`src/rtl/ppu_ram.sv`:
```
// ppu_ram: generic single-port RAM, one access per cycle, registered read data.
// Depends on nothing.
module ppu_ram #(
  parameter int WIDTH = 8,
  parameter int DEPTH = 64
) (
  input  logic                                    clk,
  input  logic                                    we,
  input  logic                                    re,
  input  logic [((DEPTH > 1) ? $clog2(DEPTH) : 1)-1:0] addr,
  input  logic [WIDTH-1:0]                        wdata,
  output logic [WIDTH-1:0]                        rdata
);

  logic [WIDTH-1:0] mem [DEPTH];
  logic [WIDTH-1:0] rdata_r;

  always_ff @(posedge clk) begin
    if (we) begin
      mem[addr] <= wdata;
    end
    if (re) begin
      rdata_r <= mem[addr];
    end
  end

  assign rdata = rdata_r;

endmodule

```
`config.mk`:
```
export PLATFORM = sky130hd
export DESIGN_NAME = ppu_ram
export DESIGN_NICKNAME = d
export VERILOG_FILES = /design/src/rtl/ppu_ram.sv
export SDC_FILE = /design/constraint.sdc
export NUM_CORES = 1
export LEC_CHECK = 0
export BUFFER_PORTS_ARGS = -buffer_cell sky130_fd_sc_hd__buf_4
export CORE_MARGIN = 2
export CORE_UTILIZATION = 58
export CTS_CLUSTER_SIZE = 20
export DETAILED_ROUTE_END_ITERATION = 8
export GPL_TIMING_DRIVEN = 0
export PLACE_DENSITY = 0.81
export SETUP_SLACK_MARGIN = 0.4
export SLEW_MARGIN = 20
export SYNTH_ARGS = -nofsm -noshare
export SYNTH_HDL_FRONTEND = slang
export SYNTH_SLANG_ARGS = --single-unit
```
`constraint.sdc`:
```
create_clock -name clk -period 2.8 [get_ports clk]
set_clock_uncertainty 0.2 [all_clocks]
set_input_delay 0.14 -clock clk [delete_from_list [all_inputs] [get_ports clk]]
set_output_delay 0.14 -clock clk [all_outputs]
set_load 0.005 [all_outputs]
```
Yosys cells after proc, flatten, opt, wreduce, memory -nomap -nowiden
Memories as Yosys holds them, arrays and structs flattened. A register that Yosys moved wholly into a read port is not among the register bits.
Index checks and enable logic that the tools add are counted.
{"block": "classes", "muxes": 2}
{"op": "two-way mux 1 bit", "n": 2}
{"block": "totals", "out_inout_bits": 8, "inputBits": 17, "memories": 1, "regBits": 0, "elab_cells": 3, "mem_bits_rw": 512}
{"name": "mem", "words": 64, "word_bits": 8, "rd": 1, "rd_clocked_by_memory_dff": 1, "write_ports": 1, "line": "15", "text": "logic [WIDTH-1:0] mem [DEPTH];"}

Longest topological paths before layout
{"block": "logic_depth", "ltp_word": 2, "depth_mapped": 10}

Worst setup path after synthesis
No wires, ideal clock.
{"block": "synth_path", "path_type": "in2reg", "start": "in addr[1] (netlist bit)", "end": "mem mem[13][0], enable pin", "setup_time_ns": 0.370, "cell_stages": 7, "arrival_ns": 1.868, "path_slack_ns": 0.361, "path_buffers": 4, "required_time_ns": 2.230, "cell_sequence": "buf_6 -> buf_6 -> nor2b_1 -> clkbuf_1 -> clkbuf_1 -> nand3_1 -> nor2_1"}
{"element": "from (decl)", "line": "10", "text": "input logic [((DEPTH > 1) ? $clog2(DEPTH) : 1)-1:0] addr,"}
{"element": "to (decl)", "line": "15"}
Straight into the memory's write port.

==> flow_metrics.env <==
export IMPL_synthFlopType="edfxtp_1"
export IMPL_worstSetupStartpointType="flip-flop"
export IMPL_synth_warnings=0
export IMPL_required_ps=2900
export IMPL_powerDensity_nw_per_um2=672
export IMPL_crit_fanout=1
export IMPL_syn_avg_cell_area_um2=17.5
export IMPL_grt_pass1_vias=12200
export IMPL_timing_rr_start="mem[4][7]"
export IMPL_post_route_util_pct=68.1
export IMPL_vias=12600
export IMPL_cts_clk_slew_worst_paths_ps=60
export IMPL_core_region_area_um2=34700
export IMPL_synth_edf_count=520
export IMPL_grt_pass1_wl_mm=82.7
export IMPL_io_buffers=23
export IMPL_synth_async_reset_ratio_pct=0
export IMPL_clock_path_buffers=3
export IMPL_yosysMostFrequentCell="edfxtp_1"
export IMPL_drtIter0Drc=2153
export IMPL_finalHoldViolations=14
export IMPL_start_util_pct=59.1
export IMPL_final_cell_area_um2=23600
export IMPL_maxSlewHeadroom_pct=27.0
export IMPL_clock_sinks=520
export IMPL_crit_start="mem[4][7]"
export IMPL_dpl_cell_area_um2=21300
export IMPL_yosys_cell_types_count=55
export IMPL_ir_drop_mv=0.562
export IMPL_synth_nets=1188
export IMPL_clk_latency_ps=580
export IMPL_antenna_found_initial=2
export IMPL_fin_crit_ps=2580
export IMPL_ys_ff_latch=520
export IMPL_synth_commonest_cells="edfxtp_1 (520), nor2_1 (82), mux2i_1 (63)"
export IMPL_nets=1271
export IMPL_min_delay_start="wdata[4]"
export IMPL_synth_top_area_share_pct=76.1
export IMPL_layout_drive_gt1_share_pct=24.0
export IMPL_vias_per_cell=7.23
export IMPL_synth_area_um2=20500
export IMPL_timing_fmax_ghz=0.388
export IMPL_min_to="mem[31][4]"
export IMPL_finalCritPeriodShare_pct=92.0
export IMPL_hp_class="input pin to flip-flop"
export IMPL_synth_area_leaders="edfxtp_1 (76%), mux4_2 (4.5%), mux2i_1 (3.1%)"
export IMPL_worstSetupPathType="flip-flop to flip-flop"
export IMPL_cts_root_buf="clkbuf_16"
export IMPL_dpl_hpwl_mm=34.8
export IMPL_num_antenna_cells=0
export IMPL_synthCells=1171
export IMPL_synth_top_area_cell="edfxtp_1"
export IMPL_min_path_cells=1
export IMPL_fin_hold_ws_ps=-11.7
export IMPL_drtPass1Iterations=8
export IMPL_drt_wl_total_mm=57.7
export IMPL_drv_slew=0
export IMPL_max_slew_worst_pin_slew_ps=1100
export IMPL_cts_tree="done"
export IMPL_tns_ps=0
export IMPL_cts_buffers=49
export IMPL_finalSetupViolations=0
export IMPL_failed_checks="negative hold slack"
export IMPL_rows=68
export IMPL_pin_count=25
export IMPL_ff2ff_path_depth=5
export IMPL_grt_ovfl_total=0
export IMPL_cp_arrival_ps=2670
export IMPL_endpoint_kind="flip-flop"
export IMPL_die_h_um=192
export IMPL_grt_total_usage_pct=32.1
export IMPL_dieArea_um2=36900
export IMPL_finalWeightedCongestion=1.01
export IMPL_htreeDepth=2
export IMPL_wire_per_inst_um=33.1
export IMPL_grt_max_degree=65
export IMPL_drv_cap=0
export IMPL_rr_endpoint="rdata[7]"
export IMPL_yosysSeqAreaShare_pct=76.1
export IMPL_power_leakage_nw=7.46
export IMPL_rsz0062_at_grt="true"
export IMPL_syn2layout_area_growth_pct=15.2
export IMPL_ant_nets=0
export IMPL_drc=0
export IMPL_die_x_um=192
export IMPL_rrSetupSlack_ps=220
export IMPL_outcome="finished with violations"
state kept, by name, indices dropped and copies added (netlist names):
| signal | count |
|---|---|
| mem | 512 |
| rdata | 8 |
worst max-delay path, cell delays in order (launching register included):
cell       delay (ps)
edfxtp_1          380
mux2_4            290
mux4_2            500
o21ai_4           200
o2111ai_2         140
or4b_4            590
per-stage QoR:
step / cells / worst slack, ps / power (mW)
CTS: 1743 / 346 / 15.7
floorplan: 1171 / 361 / 9.28
global route: 1744 / 200 / 16.2
detailed placement: 1649 / -1250 / 9.73
global placement: 1649 / -1170 / 9.70
finish: 1744 / 223 / 15.9
placed cells by master, fill, tap and decap left out, drive strengths merged, types with 9 or more instances in the layout:
master  instances
edfxtp        520
and3            9
nor2           82
nand3b         12
a221oi         21
buf            62
nand2          45
and2           10
a22oi          40
mux4           41
a21oi          28
mux2i          63
clkinv         23
a221o          11
o221ai          9
mux2           12
o21ai          11
a22o           10
o22a           11
nand2b         24
clkbuf        104
o22ai          22
a31oi          15
cell families after synthesis:
kind of cell	synth area share (%)
compound gates	8.04
mux	8.23
flops	76.1
buf+inv	1.97
simple gates	5.69
layer usage:
layer	up-vias	share of wire, %	routed length [um]	global-route usage [%]
met5	-	0.11	64	1.24
met1	6174	34	19500	42.7
li1	4946	-	-	-
met2	1217	45	25800	48.0
met4	2	6.3	3640	17.7
met3	268	15	8790	9.37
repair_timing:
action | CTS | global route
resized for setup | 198 | 41
setup endpoints to repair | 520 | 322
gates cloned | 0 | 0
setup buffers | 0 | 1
hold buffers | 8 | 0
pin swaps | 7 | 8
endpoints found under the hold margin | 347 | 0
how the worst max path moves through the flow:
| stage | end | slack (ps) | depth (start not counted) |
|---|---|---|---|
| finish | rdata[7] | 220 | 5 |
| detailed placement | mem[36][5] | -1250 | 7 |
| CTS | rdata[7] | 350 | 5 |
| global route | rdata[7] | 200 | 5 |
| global placement | mem[36][3] | -1170 | 7 |
| floorplan | mem[13][0] | 360 | 7 |
final cells by class:
type	instances	area, um2
multi-input cells	567	5260
inverters	3	11.3
clock inverters	25	131
repair buffers	32	273
clock buffers	61	1310
fillers	2146	11100
plain buffers	81	473
flip-flops and latches	520	15600
well taps	455	569
power breakdown:
part / switching [mW] / internal [mW]
sequential: 0.0165 / 8.63
clock: 2.77 / 3.39
combinational: 0.745 / 0.333
No activity file was read; power rests on OpenSTA's default activity.
