<file path="config.mk">
export PLATFORM = sky130hd
export DESIGN_NAME = ppu_draw
export DESIGN_NICKNAME = d
export VERILOG_FILES = /design/src/rtl/ppu_pkg.sv /design/src/rtl/ppu_draw.sv
export SDC_FILE = /design/constraint.sdc
export NUM_CORES = 1
export LEC_CHECK = 0
export BUFFER_PORTS_ARGS = -buffer_cell sky130_fd_sc_hd__buf_2
export CAP_MARGIN = 20
export CORE_ASPECT_RATIO = 1.4
export CORE_MARGIN = 4
export CORE_UTILIZATION = 50
export CTS_BUF_LIST = sky130_fd_sc_hd__clkbuf_8
export CTS_CLUSTER_SIZE = 30
export DETAILED_ROUTE_END_ITERATION = 10
export HOLD_SLACK_MARGIN = 0.03
export PLACE_DENSITY = 0.71
export SLEW_MARGIN = 40
export SYNTH_ARGS = -nofsm -noshare
export SYNTH_HDL_FRONTEND = slang
export SYNTH_SLANG_ARGS = --single-unit
</file>
<file path="constraint.sdc">
create_clock -name clk -period 7.07 [get_ports clk]
set_input_delay 0 -clock clk [delete_from_list [all_inputs] [get_ports clk]]
set_output_delay 0 -clock clk [all_outputs]
set_load 0.03 [all_outputs]
</file>
<file path="src/rtl/ppu_pkg.sv">
// ppu_pkg: shared types, constants and helpers of the particle pool update unit.
// No dependencies; imported by ppu_draw, ppu_search and the top level (ppu_ram does not use it).
package ppu_pkg;

  localparam int PPU_POOL_SIZE = 64;
  localparam int PPU_FRAC_BITS = 12;

  // fixed field widths of the item channels
  localparam int SLOT_W     = 6;
  localparam int DT_W       = 13;
  localparam int ACC_W      = 24;
  localparam int IN_DATA_W  = 16;
  localparam int OUT_DATA_W = 128;

  // free slot search looks at this many slots per cycle
  localparam int SRCH_LANES = 8;

  // configuration port
  localparam int CFG_IDX_W  = 2;
  localparam int CFG_DATA_W = 32;
  localparam logic [CFG_IDX_W-1:0] CFG_SPAWN_RATE  = 2'd0;
  localparam logic [CFG_IDX_W-1:0] CFG_RANDOM_SEED = 2'd1;

  typedef logic [SLOT_W-1:0] slot_t;

  typedef enum logic [3:0] {
    ST_IDLE,
    ST_ACC,
    ST_CNT,
    ST_SEARCH,
    ST_DRAW,
    ST_SPAWN,
    ST_RD,
    ST_MUL,
    ST_WB
  } ppu_state_t;

  // order of the random draws for one respawned particle
  typedef enum logic [2:0] {
    DRAW_VEL_X,
    DRAW_VEL_Y,
    DRAW_VEL_Z,
    DRAW_RED,
    DRAW_GREEN,
    DRAW_BLUE
  } draw_kind_t;

  typedef struct packed {
    logic  en;
    logic  set;
    slot_t idx;
  } alive_upd_t;

  typedef struct packed {
    logic  done;
    slot_t slot;
  } srch_stat_t;

  function automatic logic signed [15:0] sat16(input logic signed [31:0] v);
    logic signed [15:0] r;
    if (v > 32'sd32767) begin
      r = 16'sh7fff;
    end else if (v < -32'sd32768) begin
      r = 16'sh8000;
    end else begin
      r = v[15:0];
    end
    return r;
  endfunction

endpackage

</file>
<file path="src/rtl/ppu_draw.sv">
// ppu_draw: xorshift32 generator and scaling of one draw into a spawn range.
// Depends on ppu_pkg.
module ppu_draw import ppu_pkg::*; #(
  parameter int FRAC_BITS = PPU_FRAC_BITS
) (
  input  logic                   clk,
  input  logic                   rst_n,
  input  logic                   seed_load,
  input  logic [31:0]            seed,
  input  logic                   step,
  input  draw_kind_t             kind,
  output logic signed [15:0]     value
);

  localparam int ONE   = 1 << FRAC_BITS;
  localparam int FIFTH = ONE / 5;

  logic [31:0]        rng_r;
  logic [31:0]        x1, x2, x3;
  logic [15:0]        span;
  logic signed [16:0] low;
  logic [31:0]        prod;
  logic signed [16:0] sum;

  always_comb begin
    x1 = rng_r ^ (rng_r << 13);
    x2 = x1 ^ (x1 >> 17);
    x3 = x2 ^ (x2 << 5);
  end

  always_comb begin
    case (kind)
      DRAW_VEL_X, DRAW_VEL_Z: begin
        span = 16'(2 * FIFTH);
        low  = 17'(-FIFTH);
      end
      DRAW_VEL_Y: begin
        span = 16'(2 * ONE - FIFTH);
        low  = 17'(FIFTH);
      end
      DRAW_RED, DRAW_GREEN, DRAW_BLUE: begin
        span = 16'(ONE);
        low  = 17'sd0;
      end
      default: begin
        span = 16'(ONE);
        low  = 17'sd0;
      end
    endcase
  end

  // upper half of the new word scaled by the span
  assign prod  = x3[31:16] * span;
  assign sum   = low + $signed({1'b0, prod[31:16]});
  assign value = sum[15:0];

  always_ff @(posedge clk) begin
    if (!rst_n) begin
      rng_r <= 32'd1;
    end else if (seed_load) begin
      rng_r <= (seed == 32'd0) ? 32'd1 : seed;
    end else if (step) begin
      rng_r <= x3;
    end
  end

endmodule

</file>
[Word level (Yosys, flattened, before mapping)]
Cells that the tools add are included.
Widths: inputs -> output; s select.
Operators by class
  add/sub/neg operators: 1
  multipliers: 1
  equal/unequal tests: 2
  muxes and demuxes: 5
  bitwise logic cells: 3
  reduce and logical (&&, ||, !) cells: 4
Operator list (count)
  $mux 32: 3
  $xor 32x32->32: 2
  $logic_not 32->1: 1
  $mul 16x16->32: 1
  $pmux 16 s2: 1
  $xor 32x15->32: 1
  $pmux 13 s2: 1
  $add 16x16->16: 1
  $eq 3x1->1 const B: 1
  $eq 3x2->1 const B: 1
  $logic_not 3->1: 1
  $reduce_bool 2->1: 1
  $reduce_or 2->1: 1
Storage, ports and cells
  register bits after elaboration: 32
  bits of input ports: 39
  output and inout port bits: 16
  word-level logic and storage cells: 17

[Longest topological paths before layout]
  depth in word-level cells: 5
  gate-level depth with buffers: 34
  gate-level depth less buffers: 33

[Worst setup path before layout]
Ideal clock, no wire load.
  path kind: reg2out
  start: reg rng_r[10]
  end: out value[15]
  arrival time: 7.147 ns
  required time: 7.070 ns
  slack: -0.077 ns
  cell stages (with the launch flop): 32
  buffers on the path: 0
  cell sequence: dfxtp_1 -> xnor2_1 -> xor2_1 -> nand2_1 -> inv_1 -> nor2_1 -> fa_1 -> fa_1 -> inv_1 -> fa_1 -> fa_1 -> inv_1 -> fa_1 -> inv_1 -> ha_1 -> o21ai_1 -> nand2b_1 -> a31o_2 -> a211oi_1 -> o31a_1 -> nor2b_1 -> nor2_1 -> xnor2_1 -> ha_1 -> nand2_1 -> o21ai_2 -> o41ai_2 -> o311a_1 -> nor3_2 -> a211o_1 -> a21oi_2 -> xnor2_1
Between the ends
  longest elaborated chain between the ends: 5
Ends and longest elaborated chain
  start: declaration: line ppu_draw.sv:18  | logic [31:0] rng_r;
  start signal: assignment: line ppu_draw.sv:61  | rng_r <= (seed == 32'd0) ? 32'd1 : seed;
  $xor 32x32->32: line ppu_draw.sv:26  | x1 = rng_r ^ (rng_r << 13);
  $xor 32x15->32: line ppu_draw.sv:27  | x2 = x1 ^ (x1 >> 17);
  $xor 32x32->32: line ppu_draw.sv:28  | x3 = x2 ^ (x2 << 5);
  $mul 16x16->32: line ppu_draw.sv:53  | assign prod = x3[31:16] * span;
  $add 16x16->16: line ppu_draw.sv:54  | assign sum = low + $signed({1'b0, prod[31:16]});
  end: declaration: line ppu_draw.sv:12  | output logic signed [15:0] value
No other way between the ends.

[Worst setup path after layout]
  start: reg rng_r[15]
  end: out value[15]
Same word-level chain as after synthesis.

==> impl_metrics.toml <==
[sta]
fin_ws_ns = -0.231
slew_headroom_pct = 50.2
fin_hold_ws_ns = 0.0397
rsz0062_at_grt = "yes"
finalMaxSlewViolations = 0
setup_viol = 6
hold_viol = 0
max_freq_mhz = 137
worstMarginPinSlew_ns = 0.747
skew_ns = 0.00665
fin_crit_sh_pct = 103
min_period_ns = 7.30
tns_ns = -0.846

[run]
drv_cap = 0

[final_layout]
drive_gt1_share_pct = 36.8
layout_common_cells = "179 x inv_1, 171 x buf_4, 113 x fa_1, 106 x ha_1, 50 x nor2_1"
regArea_um2 = 691
instances_no_fill = 1352
area_delta_synth_final_pct = 38.0
top_register = "rng_r"
diodes = 0
top_regs = "rng_r x32"
multi_input_area_mm2 = 0.00749
largest_reg_flops = 32
final_common_cell = "inv_1"
fillCellCount = 1061
fin_nets = 1434

[placed_design]
place_ws_ns = -0.260
dp_hpwl_mm = 17.5
gp_congestion = 0.902
dp_cells = 1276
portBuffers = 54

[worst_hold_path]
worst_hold_path.endpoint = "rng_r[9]"
worstHoldPathType = "primary input to register"
whs_path_depth = 4
hold_path_startpoint = "seed[9]"

[logic_synthesis]
synthArstFlopShare_pct = 0
synthCells = 915
synth-main-ff-cell = "dfxtp_1"
synth_nets = 1194
ys_ff_latch = 32
netlist_area_mm2 = 0.00813
synthDistinctLibCells = 56
yosys_warnings = 0
ys_seq_area_share_pct = 7.88
syn_area_per_cell_um2 = 8.89
synth_edf_count = 0

[clock_network]
clkTransAtPathRegs_ns = 0.07
numCtsBuffers = 5
clock_latency_ns = 0.29
h-tree-depth = 2
cts-root-buf = "clkbuf_8"
numClockSinks = 32
cts_max_path_buffers = 2
cts_tree = "built"

[global_routing]
grt_start_max_net_pins = 57
antenna_found_initial = 0
grt.overflow.total = 0
grt_pass1_vias = 7811
grt_usage_pct = 24.5
grt_pass1_wl_mm = 36.4

[worst_setup_path]
path_buf_inv = 6
r2r_end = "rng_r[12]"
r2r_cells = 11
path_max_fanout = 6
rrSetupSlack_ns = 5.00
crit_arrival_ns = 7.30
startpoint_type = "register"
critPathRequiredTime_ns = 7.07
cpLargestDelayFamily = "adder cells"
crit_type = "register to output port"
reg2reg_from = "rng_r[24]"
cpMostUsedCell = "fa_1"
setup.worst_path.end_class = "output port"
cpPeakStageDelay_ns = 0.55
crit_slowest_cell = "fa_1"

[status]
violations = "negative setup slack"
outcome = "finished, violations left"

[die]
io_pins = 55
placementRows = 54
placeableCoreArea_mm2 = 0.0157
start_util_pct = 51.6
die_w_um = 116
die_y_um = 159
die_area_mm2 = 0.0184

[route]
vias = 7174
route.detailed.drc = 0
routedWlPerCell_um = 17.1
first_iter_violations = 374
first_pass_iters = 5
ant_nets = 0
routed_wl_mm = 23.2
avgViaCountPerCell = 5.31
cell usage after synthesis (all sizes together), types with 12 or more instances:
master  instances  share of area (%)
ha            119                 18
xor2           36                4.1
nand2b         12               0.92
inv           200                9.2
a211oi         17                1.6
nor2b          17                1.3
nand2          53                2.4
o21ai          29                2.0
and2           14                1.1
a21oi          36                2.4
dfxtp          32                7.9
xnor2          64                7.9
fa            121                 30
nor2           69                3.2
clkbuf         16               0.74
metrics by stage:
| stage | instance area (um^2) | utilization [%] |
|---|---|---|
| 2_1_floorplan | 8150 | - |
| 3_3_place_gp | 9590 | 60.9 |
| 3_5_place_dp | 9590 | 60.9 |
| 4_1_cts | 10700 | 68.1 |
| 5_1_grt | 11200 | 71.2 |
| 6_report | 11200 | 71.2 |
timing repair:
item                       4_1_cts  5_1_grt
hold endpoints to repair        16        0
pin swaps                      105       73
setup endpoints to repair        9       11
buffers inserted                37       18
hold buffers                    16        0
gates resized for setup        131       95
layer usage:
metal / global-route usage, % / share of wire [%] / up-vias
met3: 2.17 / 3.5 / 103
li1: - / - / 3340
met5: 0 / 0 / -
met2: 44.8 / 54 / 221
met1: 27.9 / 36 / 3510
met4: 11.8 / 6.4 / 0
kinds of logic (layout without fill, tap and decap cells):
group | after synthesis | count (layout) | synth area share, %
adder cells (fa/ha/maj) | 240 | 240 | 48.1
buffers and inverters | 222 | 463 | 10.3
AND/OR/NAND/NOR | 205 | 205 | 11.9
AO/OA/AOI/OAI | 116 | 116 | 9.83
XOR/XNOR | 100 | 100 | 12.0
flip-flops | 32 | 32 | 7.88
worst min-delay path, cell delays in order:
cell and delay [ns]:
buf_2 0.09, nand2_1 0.04, o21ai_0 0.05, and2_1 0.11
final cells by class:
cell class | instances | share of cell area [%]
clock buffer | 6 | 0.736
tap | 196 | 2.19
inverter | 202 | 6.78
timing repair buffer | 253 | 17.3
multi-input combinational | 661 | 66.8
sequential | 32 | 6.16
clock inverter | 2 | 0.0669
how the worst max path moves through the flow:
stage	end	cells after the start	start	slack, ns
CTS	value[13]	31	rng_r[31]	-0.11
floorplan	value[13]	31	rng_r[10]	0.07
global placement	value[15]	32	rng_r[18]	-0.17
global route	value[15]	30	rng_r[13]	-0.54
finish	value[15]	30	rng_r[15]	-0.23
detailed placement	value[15]	32	rng_r[18]	-0.26
Power is not shown: default switching activity piles up to over one toggle a cycle in this logic, so the estimate is an artifact.
