File: src/rtl/ppu_pkg.sv
// ppu_pkg: shared types, constants and helpers of the particle pool update unit.
// No dependencies; imported by ppu_draw, ppu_search and the top level (ppu_ram does not use it).
package ppu_pkg;

  localparam int PPU_POOL_SIZE = 64;
  localparam int PPU_FRAC_BITS = 12;

  // fixed field widths of the item channels
  localparam int SLOT_W     = 6;
  localparam int DT_W       = 13;
  localparam int ACC_W      = 24;
  localparam int IN_DATA_W  = 16;
  localparam int OUT_DATA_W = 128;

  // free slot search looks at this many slots per cycle
  localparam int SRCH_LANES = 8;

  // configuration port
  localparam int CFG_IDX_W  = 2;
  localparam int CFG_DATA_W = 32;
  localparam logic [CFG_IDX_W-1:0] CFG_SPAWN_RATE  = 2'd0;
  localparam logic [CFG_IDX_W-1:0] CFG_RANDOM_SEED = 2'd1;

  typedef logic [SLOT_W-1:0] slot_t;

  typedef enum logic [3:0] {
    ST_IDLE,
    ST_ACC,
    ST_CNT,
    ST_SEARCH,
    ST_DRAW,
    ST_SPAWN,
    ST_RD,
    ST_MUL,
    ST_WB
  } ppu_state_t;

  // order of the random draws for one respawned particle
  typedef enum logic [2:0] {
    DRAW_VEL_X,
    DRAW_VEL_Y,
    DRAW_VEL_Z,
    DRAW_RED,
    DRAW_GREEN,
    DRAW_BLUE
  } draw_kind_t;

  typedef struct packed {
    logic  en;
    logic  set;
    slot_t idx;
  } alive_upd_t;

  typedef struct packed {
    logic  done;
    slot_t slot;
  } srch_stat_t;

  function automatic logic signed [15:0] sat16(input logic signed [31:0] v);
    logic signed [15:0] r;
    if (v > 32'sd32767) begin
      r = 16'sh7fff;
    end else if (v < -32'sd32768) begin
      r = 16'sh8000;
    end else begin
      r = v[15:0];
    end
    return r;
  endfunction

endpackage

File: src/rtl/ppu_search.sv
// ppu_search: live-slot flags and circular free slot search from the hint.
// Depends on ppu_pkg.
module ppu_search import ppu_pkg::*; #(
  parameter int POOL_SIZE = PPU_POOL_SIZE
) (
  input  logic       clk,
  input  logic       rst_n,
  input  logic       start,
  input  alive_upd_t upd,
  output srch_stat_t stat
);

  localparam int IDX_W = (POOL_SIZE > 1) ? $clog2(POOL_SIZE) : 1;
  localparam int CNT_W = $clog2(POOL_SIZE + 1);
  localparam int SW    = ((IDX_W > 3) ? IDX_W : 3) + 1;

  logic [POOL_SIZE-1:0] alive_r;
  logic [IDX_W-1:0]     hint_r;
  logic [IDX_W-1:0]     pos_r;
  logic [CNT_W-1:0]     left_r;
  logic                 active_r;

  logic [SW-1:0]        lane_sum;
  logic [IDX_W-1:0]     lane_idx;
  logic                 found;
  logic [IDX_W-1:0]     hit_idx;
  logic [SW-1:0]        pos_adv;
  logic                 done;

  // lowest lane wins: scanned from the top down
  always_comb begin
    found    = 1'b0;
    hit_idx  = '0;
    lane_sum = '0;
    lane_idx = '0;
    for (int k = SRCH_LANES - 1; k >= 0; k--) begin
      lane_sum = SW'(pos_r) + SW'(k);
      if (lane_sum >= SW'(POOL_SIZE)) begin
        lane_sum = lane_sum - SW'(POOL_SIZE);
      end
      lane_idx = lane_sum[IDX_W-1:0];
      if (int'(left_r) > k) begin
        if (!alive_r[lane_idx]) begin
          found   = 1'b1;
          hit_idx = lane_idx;
        end
      end
    end
  end

  always_comb begin
    pos_adv = SW'(pos_r) + SW'(SRCH_LANES);
    if (pos_adv >= SW'(POOL_SIZE)) begin
      pos_adv = pos_adv - SW'(POOL_SIZE);
    end
  end

  assign done      = active_r && (found || (int'(left_r) <= SRCH_LANES));
  assign stat.done = done;
  // nothing free: slot 0 gets overwritten
  assign stat.slot = found ? SLOT_W'(hit_idx) : '0;

  always_ff @(posedge clk) begin
    if (!rst_n) begin
      alive_r  <= '0;
      hint_r   <= '0;
      active_r <= 1'b0;
    end else begin
      if (upd.en) begin
        alive_r[upd.idx[IDX_W-1:0]] <= upd.set;
      end
      if (start) begin
        active_r <= 1'b1;
      end else if (done) begin
        active_r <= 1'b0;
        if (found) begin
          hint_r <= hit_idx;
        end
      end
    end
  end

  always_ff @(posedge clk) begin
    if (start) begin
      pos_r  <= hint_r;
      left_r <= CNT_W'(POOL_SIZE);
    end else if (active_r) begin
      pos_r  <= pos_adv[IDX_W-1:0];
      left_r <= left_r - CNT_W'(SRCH_LANES);
    end
  end

endmodule

File: config.mk
export PLATFORM = sky130hd
export DESIGN_NAME = ppu_search
export DESIGN_NICKNAME = d
export VERILOG_FILES = /design/src/rtl/ppu_pkg.sv /design/src/rtl/ppu_search.sv
export SDC_FILE = /design/constraint.sdc
export NUM_CORES = 1
export LEC_CHECK = 0
export BUFFER_PORTS_ARGS = -buffer_cell sky130_fd_sc_hd__buf_2
export CORE_MARGIN = 3
export CORE_UTILIZATION = 45
export DETAILED_ROUTE_END_ITERATION = 10
export GPL_TIMING_DRIVEN = 0
export SYNTH_ARGS = -nofsm -noshare
export SYNTH_HDL_FRONTEND = slang
export SYNTH_SLANG_ARGS = --single-unit
export TNS_END_PERCENT = 30
File: constraint.sdc
create_clock -name clk -period 5.9 [get_ports clk]
set_input_delay 0.59 -clock clk [delete_from_list [all_inputs] [get_ports clk]]
set_output_delay 0.59 -clock clk [all_outputs]
set_load 0.1 [all_outputs]
**Yosys cells after proc, flatten, opt, wreduce, memory -nomap -nowiden**

Index checks and enable logic that the tools add are counted.

- Bits in registers: 84
- Word-level logic and storage cells: 123

- $add $sub $neg: 18
- Order comparisons: 28
- Multiplexer cells: 65
- Bitwise operators: 1
- Reduce and logical (&&, ||, !) cells: 6

Operator list:

| kind | number |
|---|---|
| 2-to-1 mux 6 bit | 28 |
| bitwise mux 64 bit | 1 |
| less-than comparator 6 x 7 -> 1 bit, second input constant | 9 |
| >= comparator 7 bit, second input constant | 8 |
| subtractor 6 x 1 -> 6 bit, second input constant | 9 |
| binary-select mux 1 bit (select 6 bit) | 8 |
| adder 6 x 3 -> 7 bit, second input constant | 4 |
| greater-than comparator 7 x 3 -> 1 bit, second input constant | 4 |
| 2-to-1 mux 1 bit | 27 |
| adder 6 x 2 -> 7 bit, second input constant | 2 |
| greater-than comparator 7 x 1 -> 1 bit, second input constant | 2 |
| greater-than comparator 7 x 2 -> 1 bit, second input constant | 2 |
| adder 6 x 1 -> 7 bit, second input constant | 1 |
| adder 6 x 4 -> 7 bit, second input constant | 1 |
| >= comparator 6 x 7 -> 1 bit, second input constant | 1 |
| <= comparator 7 x 4 -> 1 bit, second input constant | 1 |
| subtractor 7 x 4 -> 7 bit, second input constant | 1 |
| demux 1 bit (select 6 bit) | 1 |
| >= comparator 6 x 1 -> 1 bit, second input constant | 1 |
| nonzero test 2 bit | 2 |
| AND reduction 3 bit | 1 |
| logical AND 1 bit | 2 |
| logical OR 1 bit | 1 |
| NOT 1 bit | 1 |

**Logic depth before layout (Yosys ltp)**

Gate-level depths: netlist of run 1.

- Word-level depth: 25
- Mapped depth: 19
- Gate-level depth less buffers: 12

**Worst setup path after synthesis of run 1**

OpenSTA, ideal clock, no wires.

- Kind: register to output
- Start point: register pos_r[2]
- End point: output stat[3] (netlist name)
- Arrival: 4.777 ns
- Data required time: 5.310 ns
- Slack: 0.533 ns
- Cell stages (with the launch flop): 14
- Buffers on the path: 2
- Cell sequence: edfxtp_1 -> buf_4 -> inv_1 -> clkbuf_1 -> ha_1 -> xor2_1 -> mux4_2 -> a311o_1 -> a22o_4 -> nor2_4 -> a2111oi_2 -> a2111oi_2 -> o31ai_2 -> nor2_1

RTL lines:

| what | line | source |
|---|---|---|
| from (decl) | ppu_search.sv:19 | `logic [IDX_W-1:0] pos_r;` |
| from (signal assigned) | ppu_search.sv:85 | `pos_r <= hint_r;` |
| from (signal assigned) | ppu_search.sv:88 | `pos_r <= pos_adv[IDX_W-1:0];` |
| to (decl) | ppu_search.sv:10 | `output srch_stat_t stat` |

==> impl_metrics.csv, run 1 <==
group,metric,value,unit
clock_tree,cts_tree,"yes",
sta,tns,0,ns
placed_design,hpwl,22.41,mm
global_route,grt_util_met1,0.3962,
layout,nets,932,
synth,synth_nets,906,
clock_tree,htree_levels,3,
floorplanning,fp.coreArea,0.01766,mm²
global_route,grt_pass1_vias,7374,
clock_tree,hold_buffers,0,
synth,yosysSeqAreaShare,0.2031,
synth,synth_edf_count,6,
layout,drive_gt1_frac,0.2234,
clock_tree,cts_sinks,81,
hold_path,hold_end,"hint_r[3]",
sta,worst_pin_slew,1.187,ns
synth,async_reset_ff_frac,0,
status,status,"complete, no violations",
floorplanning,dieWidth,141.7,µm
drt,drtPass1Iterations,5,
clock_tree,clk_latency,0.35,ns
floorplanning,die-area,0.02007,mm²
drt,vias_per_cell,6.808,
drt,first_iter_violations,868,
power_and_ir_drop,peakVddDrop,202.1,µV
placed_design,pre_cts_ws,0.1388,ns
drt,post_drt_wl_per_cell,26.04,µm
sta,hold_violations,0,
layout,diodes,0,
sta,setup_viol,0,
sta,layout_setup_ws,0.1983,ns
setup_path,regToRegStartpoint,"pos_r[1]",
synth,avgSynthCellArea,9.390,µm²
layout,final_common_cell,"mux4_2",
setup_path,worstRegToRegCells,18,
drt,drt-total-wl,29.63,mm
drt,antenna_left,0,
synth,mappedNetlistArea,0.008282,mm²
drt,drc,0,
global_route,grt_first_pass_wirelength,45.17,mm
layout,instances_no_fill,1138,
placed_design,gp_congestion,0.9855,
setup_path,crit_start,"pos_r[1]",
hold_path,hold_path_startpoint,"hint_r[3]",
hold_path,min_path_type,"register to register",
sta,finalMaxSlewViolations,0,
layout,fillers,1676,
floorplanning,ioPinCount,18,
placed_design,port_buffers,13,
drt,via_count,7747,
setup_path,crit_fanout,10,
sta,min_period,5.702,ns
job,maxCapViolCount,0,
sta,fin_crit_sh,0.9664,
sta,timing.slew.headroom,0.2026,
placed_design,place_inst,1120,
clock_tree,clockBufferDepth,2,
floorplanning,num_rows,48,
synth,ys_warn_count,0,
setup_path,r2r_slack,1.18,ns
sta,timing.fmax,175.4,MHz
sta,whs,0.4984,ns
setup_path,reg2reg_to,"hint_r[4]",
power_and_ir_drop,powerDensity,212.2,mW/mm²
clock_tree,cts_buffers,9,
global_route,grt_max_degree,16,
setup_path,arrival,5.11,ns
layout,area_growth,8.914,%
hold_path,hold_path_depth,2,
power_and_ir_drop,total_power,0.001914,W
global_route,grt_use_total,0.2961,
setup_path,cp-start-kind,"register",
clock_tree,clk_pin_slew,0.07,ns
setup_path,required,5.31,ns
global_route,use_met2,0.4773,
layout,final_cell_mix,"mux4_2 (94), nand2_1 (85), nand3_1 (84)",
synth,netlist_instances,882,
global_route,grt-busiest-layer,"met2",
synth,yosys_most_used_dff,"dfxtp_1",
floorplanning,die_h,141.7,µm
global_route,antenna_found_initial,0,
synth,synth_seq_cells,81,
global_route,grt-ovfl-total,0,
global_route,use_met3,0.05123,
setup_path,end_kind,"output port",
power_and_ir_drop,power_leakage,2.907,nW
clock_tree,cts_root_buf,"clkbuf_16",
floorplanning,initial_core_util,0.4690,
setup_path,path_class,"register to output port",
synth,synth_cell_type_count,78,
sta,skew,0.01471,ns
[worst max-delay path, stage by stage, from the launching register on]
cell       delay, ns
edfxtp_1        0.45
buf_6           0.20
buf_6           0.19
buf_6           0.19
inv_1           0.20
ha_1            0.34
buf_4           0.21
buf_6           0.21
buf_4           0.25
mux4_2          0.52
mux2i_1         0.27
o32ai_1         0.18
nand3b_1        0.20
buf_4           0.18
nand2_4         0.11
a2111oi_2       0.08
a2111oi_2       0.44
o31ai_2         0.11
nor2_1          0.12
buf_4           0.30
[cell usage after synthesis (all sizes together) (5+ instances only)]
cell / instances / area [µm²]
a2111oi: 8 / 83.83
a21boi: 66 / 499.2
a21oi: 20 / 115.1
a31oi: 8 / 50.05
and2: 15 / 93.84
buf: 41 / 340.3
clkbuf: 36 / 135.1
dfxtp: 75 / 1501
edfxtp: 6 / 180.2
ha: 13 / 162.7
inv: 11 / 41.29
mux2: 7 / 78.83
mux2i: 39 / 390.4
mux4: 94 / 2117
nand2: 87 / 331.6
nand2b: 8 / 50.05
nand3: 84 / 420.4
nor2: 49 / 191.4
nor2b: 9 / 56.30
nor3: 17 / 90.09
nor4: 7 / 50.05
o21ai: 80 / 400.4
o31ai: 6 / 50.05
or2: 5 / 31.28
xnor2: 16 / 162.7
xor2: 16 / 155.2
[how the worst max path moves through the flow]
| stage | to | slack (ns) | cells past startpoint |
|---|---|---|---|
| after floorplan | stat[3] | 0.53 | 13 |
| after global placement | stat[4] | 0.06 | 15 |
| after detailed placement | stat[4] | 0.14 | 15 |
| after CTS | stat[6] | 0.1 | 16 |
| after global routing | stat[1] | -0.005 | 19 |
| final | stat[3] | 0.20 | 19 |
[sequential cells by signal, summed over array words and instances, names as in the netlist]
register and count:
left_r 4, active_r 1, pos_r 6, hint_r 6
alive_r 64
[metrics by stage]
step / cell area [µm²] / util
CTS: 8961 / 0.5075
global route: 9020 / 0.5108
finish: 9020 / 0.5108
global placement: 8628 / 0.4887
detailed placement: 8633 / 0.4889
floorplan: 8282 / -
[cell type report]
| cell class | count | area [µm²] | share of cell area |
|---|---|---|---|
| multi-input combinational | 713 | 6123 | 0.6789 |
| sequential | 81 | 1682 | 0.1864 |
| buffer | 77 | 489.2 | 0.05424 |
| tap | 225 | 281.5 | 0.03121 |
| clock buffer | 10 | 239.0 | 0.02649 |
| timing repair buffer | 15 | 91.34 | 0.01013 |
| clock inverter | 6 | 72.57 | 0.008045 |
| inverter | 11 | 41.29 | 0.004578 |
[routing by layer]
metal / up-vias / part of all wire
li1: 3428 / -
met1: 3769 / 0.40
met2: 472 / 0.47
met3: 78 / 0.089
met4: 0 / 0.039
met5: - / 0
[what timing repair did]
item,CTS,global route
endpoints found under the setup margin,6,7
buffers inserted,0,2
pin swaps,0,4
gates resized for setup,7,12
[report_power, final]
part	internal (W)	total, W	switching (W)	leakage, nW
logic	0.000248	0.000729	0.000481	2.09
registers	0.000567	0.000581	0.0000142	0.668
clock network	0.000346	0.000604	0.000258	0.152
[cell families (layout without fill, tap and decap cells)]
kind of cell | after synthesis | in the layout | synth area share
and+or+nand+nor | 301 | 301 | 0.1771
AOI/OAI and AO/OA | 227 | 227 | 0.1872
DFF | 81 | 81 | 0.2031
adders and majority gates | 13 | 13 | 0.01964
xor gates and xnor gates | 32 | 32 | 0.03838
muxes | 140 | 140 | 0.3123
buffers and inverters | 88 | 119 | 0.06240
(Power assumes the default switching activity.)
==> run 2, diff against run 1 <==
Settings changed: CTS_CLUSTER_DIAMETER from default to 60, SETUP_SLACK_MARGIN from default to 0.2.
==> run 2 against run 1 <==
Compared with the run above: power up 0.65%; critical path depth decreased by 4; combinational power up 1%; die area unchanged; critical endpoint unchanged; fmax rose by 2.3%; count of clock-buffer cells in the layout is the same; sequential power about the same; wire length rose by 0.44%; highest routed layer unchanged.
==> impl_metrics.csv, run 2 (synthesized netlist as in run 1, its figures left out) <==
group,metric,value,unit
drt,drt-total-wl,29.76,mm
power_and_ir_drop,total_power,0.001927,W
global_route,grt_use_total,0.2961,
floorplanning,die-area,0.02007,mm²
layout,final_common_cell,"mux4_2",
placed_design,gp_congestion,0.9855,
global_route,grt_max_degree,16,
sta,timing.slew.headroom,0.2021,
sta,finalMaxSlewViolations,0,
drt,vias_per_cell,6.876,
sta,skew,0.01188,ns
layout,diodes,0,
power_and_ir_drop,power_leakage,2.932,nW
layout,max_flop_register,"alive_r",
floorplanning,dieWidth,141.7,µm
floorplanning,num_rows,48,
clock_tree,clk_pin_slew,0.07,ns
global_route,grt-ovfl-total,0,
sta,worst_pin_slew,1.188,ns
floorplanning,ioPinCount,18,
layout,area_growth,9.473,%
clock_tree,cts_tree,"yes",
setup_path,path_class,"register to output port",
power_and_ir_drop,peakVddDrop,202.3,µV
sta,hold_violations,0,
sta,whs,0.4978,ns
drt,drc,0,
layout,largestRegisters,"alive_r (64), hint_r (6), pos_r (6)",
setup_path,required,5.31,ns
setup_path,cp-start-kind,"register",
layout,nets,934,
drt,first_iter_violations,870,
placed_design,port_buffers,13,
layout,fillers,1665,
drt,antenna_left,0,
floorplanning,initial_core_util,0.4690,
global_route,grt_first_pass_wirelength,45.19,mm
global_route,grt_pass1_vias,7368,
sta,timing.fmax,179.5,MHz
job,maxCapViolCount,0,
clock_tree,htree_levels,3,
power_and_ir_drop,powerDensity,212.5,mW/mm²
sta,tns,0,ns
clock_tree,cts_sinks,81,
drt,drtPass1Iterations,5,
floorplanning,fp.coreArea,0.01766,mm²
layout,final_cell_mix,"mux4_2 (94), nand2_1 (85), nand3_1 (84)",
setup_path,end_kind,"output port",
placed_design,hpwl,22.41,mm
global_route,antenna_found_initial,0,
status,status,"complete, no violations",
clock_tree,cts_root_buf,"clkbuf_16",
drt,post_drt_wl_per_cell,26.11,µm
sta,setup_viol,0,
setup_path,arrival,4.98,ns
floorplanning,die_h,141.7,µm
layout,instances_no_fill,1140,
clock_tree,cts_buffers,9,
placed_design,place_inst,1120,
drt,via_count,7839,
clock_tree,clockBufferDepth,2,
setup_path,crit_fanout,10,
sta,min_period,5.573,ns
clock_tree,clk_latency,0.35,ns
sta,grt_setup_unrepaired,"yes",
sta,fin_crit_sh,0.9445,
layout,largest_reg_flops,64,
hold_path,min_path_type,"register to register",
layout,drive_gt1_frac,0.2295,
-- run 2: repair_timing --
item	4_1_cts	5_1_grt
endpoints found under the setup margin	7	7
resized for setup	9	21
setup buffers	0	4
hold buffers	0	0
pin swaps	1	4
-- run 2: cell type report --
cell class / count / area, µm² / share of cell area
Multi-Input combinational cell: 713 / 6141 / 0.6773
Sequential cell: 81 / 1682 / 0.1855
Buffer: 77 / 496.7 / 0.05479
Tap cell: 225 / 281.5 / 0.03105
Clock buffer: 10 / 239.0 / 0.02636
Timing Repair Buffer: 17 / 112.6 / 0.01242
Clock inverter: 6 / 72.57 / 0.008004
Inverter: 11 / 41.29 / 0.004554
-- run 2: final timing paths --
check	start	to	slack [ns]	cells after the start
min	hint_r[3]	hint_r[3]	0.50	2
max	pos_r[1]	stat[3]	0.33	15
min reg2reg	hint_r[3]	hint_r[3]	0.50	2
max reg2reg	pos_r[1]	hint_r[5]	1.29	17
-- run 2: layer usage --
layer  part of all wire  GRT usage  vias to the layer above
met2               0.47     0.4775                      506
met4              0.042     0.1197                        0
met1               0.39     0.3967                     3806
met3              0.096    0.05089                       86
li1                   -          -                     3441
met5                  0          0                        -
-- run 2: worst max-delay path, stage by stage (launching register included) --
cell       delay [ns]
edfxtp_1         0.42
buf_6            0.18
buf_6            0.16
buf_6            0.16
inv_1            0.28
ha_1             0.29
xor2_1           0.56
mux4_2           0.67
a311o_1          0.37
a22o_4           0.29
nor2_4           0.16
a2111oi_2        0.11
a2111oi_2        0.44
o31ai_2          0.11
nor2_1           0.15
buf_6            0.24
-- run 2: through the flow --
step,util,worst slack (ns),area [µm²]
finish,0.5135,0.3274,9066
global route,0.5135,0.1660,9066
CTS,0.5079,0.09617,8969
detailed placement,0.4889,0.1388,8633
global placement,0.4887,0.06147,8628
floorplan,-,0.5326,8282
-- run 2: where the power goes --
part	switching, W	internal, W
Sequential	0.0000130	0.000566
Combinational	0.000485	0.000254
Clock	0.000262	0.000346
Total	0.000760	0.00117
==> run 3, diff against run 2 <==
Settings changed: PLACE_DENSITY from default to 0.66.
==> run 3 against run 2 <==
Compared with the run above: sequential cell count unchanged; critical path depth unchanged; clock power down 9.4%; power down 2.9%; fmax down 1.1%; clock skew down 0.0023 ns; critical path type unchanged; highest routed layer unchanged.
==> impl_metrics.csv, run 3 (synthesized netlist as in run 1, its figures left out) <==
group,metric,value,unit
layout,instances_no_fill,1147,
power_and_ir_drop,swShare,0.4015,
sta,timing.slew.headroom,0.05164,
sta,layout_setup_ws,0.2647,ns
drt,drt-total-wl,28.76,mm
clock_tree,cts_sinks,81,
global_route,grt_max_degree,17,
layout,nets,941,
sta,tns,0,ns
layout,drive_gt1_frac,0.2310,
global_route,antenna_found_initial,0,
sta,finalMaxSlewViolations,0,
layout,seqCellArea,0.001682,mm²
placed_design,place_inst,1120,
setup_path,end_kind,"output port",
layout,fillers,1639,
sta,hold_violations,0,
drt,post_drt_wl_per_cell,25.07,µm
clock_tree,clockBufferDepth,2,
layout,largestRegisters,"alive_r (64), hint_r (6), pos_r (6)",
drt,vias_per_cell,6.854,
layout,post-route-util,0.5132,
drt,antenna_left,0,
placed_design,gp_congestion,0.9862,
floorplanning,dieWidth,141.7,µm
layout,area_growth,9.412,%
job,maxCapViolCount,0,
setup_path,critPathMaxStageDelay,0.73,ns
layout,final_cell_mix,"mux4_2 (94), nand2_1 (85), nand3_1 (84)",
sta,grt_setup_unrepaired,"yes",
power_and_ir_drop,power_leakage,2.922,nW
sta,worst_pin_slew,1.412,ns
sta,skew,0.009587,ns
drt,drc,0,
floorplanning,num_rows,48,
hold_path,min_path_type,"register to register",
power_and_ir_drop,p_int,0.001120,W
power_and_ir_drop,pwr-share-clk,0.295,
power_and_ir_drop,p_comb_frac,0.395,
floorplanning,fp.coreArea,0.01766,mm²
power_and_ir_drop,powerDensity,206.5,mW/mm²
layout,multi_input_area,0.006102,mm²
power_and_ir_drop,seqPwrFrac,0.310,
clock_tree,cts_tree,"yes",
power_and_ir_drop,peakVddDrop,180.8,µV
sta,setup_viol,0,
floorplanning,initial_core_util,0.4690,
setup_path,cp_cell_sequence,"buf_4 > inv_1 > clkbuf_2 > ha_1 > a21oi_2 > xnor2_1 > nand2_1 > o32ai_1 > nand3b_1 > nand2_2 > nor4_2 > nand4_1 > and2_1 > buf_4 > buf_2",
clock_tree,cts_root_buf,"clkbuf_16",
drt,first_iter_violations,938,
clock_tree,clk_pin_slew,0.06,ns
layout,diodes,0,
drt,via_count,7861,
status,status,"complete, no violations",
placed_design,port_buffers,13,
clock_tree,htree_levels,3,
sta,whs,0.4923,ns
clock_tree,clk_latency,0.36,ns
global_route,grt_pass1_vias,7488,
sta,fin_crit_sh,0.9551,
layout,max_flop_register,"alive_r",
floorplanning,ioPinCount,18,
setup_path,cp-start-kind,"register",
setup_path,path_class,"register to output port",
power_and_ir_drop,switchingPower,0.0007513,W
sta,timing.fmax,177.5,MHz
global_route,grt_first_pass_wirelength,45.02,mm
setup_path,arrival,5.05,ns
placed_design,hpwl,21.67,mm
drt,drtPass1Iterations,5,
floorplanning,die_h,141.7,µm
layout,largest_reg_flops,64,
layout,final_common_cell,"mux4_2",
global_route,grt-ovfl-total,0,
sta,min_period,5.635,ns
placed_design,pre_cts_ws,0.2004,ns
setup_path,required,5.31,ns
global_route,grt_use_total,0.2921,
setup_path,crit_fanout,13,
setup_path,cp_common_cell,"buf_4",
setup_path,cp_slowest_cell,"xnor2_1",
clock_tree,cts_buffers,9,
floorplanning,die-area,0.02007,mm²
-- run 3: cell types whose count changed in the layout (fill, tap and decap cells not counted), sizes merged --
cell | previous run | this run
clkinvlp | 1 | 4
inv | 15 | 13
clkbuf | 50 | 52
bufinv | 1 | 0
buf | 54 | 58
clkinv | 0 | 1
-- run 3: repair_timing --
| action | in CTS | in global routing |
|---|---|---|
| pin swaps | 0 | 4 |
| buffers inserted | 0 | 11 |
| setup endpoints to repair | 7 | 7 |
| hold buffers | 0 | 0 |
| gates resized for setup | 5 | 21 |
-- run 3: layout make-up --
class                   instances  area share
multi-input cells             713      0.6734
flip-flops and latches         81      0.1856
plain buffers                  77     0.05440
well taps                     225     0.03107
clock buffers                   9     0.02486
repair buffers                 24     0.01878
clock inverters                 7    0.006904
inverters                      11    0.004971
-- run 3: critical path, delay by kind of cell, from the launching register on --
kind | cells | cell delay (ns)
AND/OR/NAND/NOR | 6 | 1.66
buffers and inverters | 5 | 1.06
XOR/XNOR | 1 | 0.73
AO/OA/AOI/OAI | 2 | 0.56
flip-flops | 1 | 0.43
adder cells (fa/ha/maj) | 1 | 0.24
-- run 3: worst paths after layout --
path                                 from        end  slack [ns]  cells after the start
worst min register to register  hint_r[3]  hint_r[3]        0.49                      2
worst min-delay path            hint_r[3]  hint_r[3]        0.49                      2
worst max-delay path             pos_r[2]    stat[6]        0.26                     15
worst max register to register   pos_r[1]  hint_r[1]        1.36                     18
-- run 3: through the flow --
stage / instance area (µm²) / total power, W
4_1_cts: 8925 / 0.001831
6_report: 9061 / 0.001871
3_3_place_gp: 8628 / 0.001284
5_1_grt: 9061 / 0.001949
2_1_floorplan: 8282 / 0.001123
3_5_place_dp: 8628 / 0.001283
-- run 3: power by group through the flow --
stage / logic (W) / clock network, W / registers (W)
after floorplan: 0.000535 / 0 / 0.000587
after global placement: 0.000691 / 0 / 0.000592
after detailed placement: 0.000691 / 0 / 0.000592
after CTS: 0.000697 / 0.000553 / 0.000580
after global routing: 0.000789 / 0.000578 / 0.000581
final: 0.000740 / 0.000551 / 0.000580
-- run 3: metal layers --
layer / GRT usage / part of all wire / vias up
li1: - / - / 3467
met1: 0.3885 / 0.40 / 3803
met2: 0.4416 / 0.45 / 485
met3: 0.07347 / 0.10 / 106
met4: 0.1505 / 0.052 / 0
met5: 0 / 0 / -
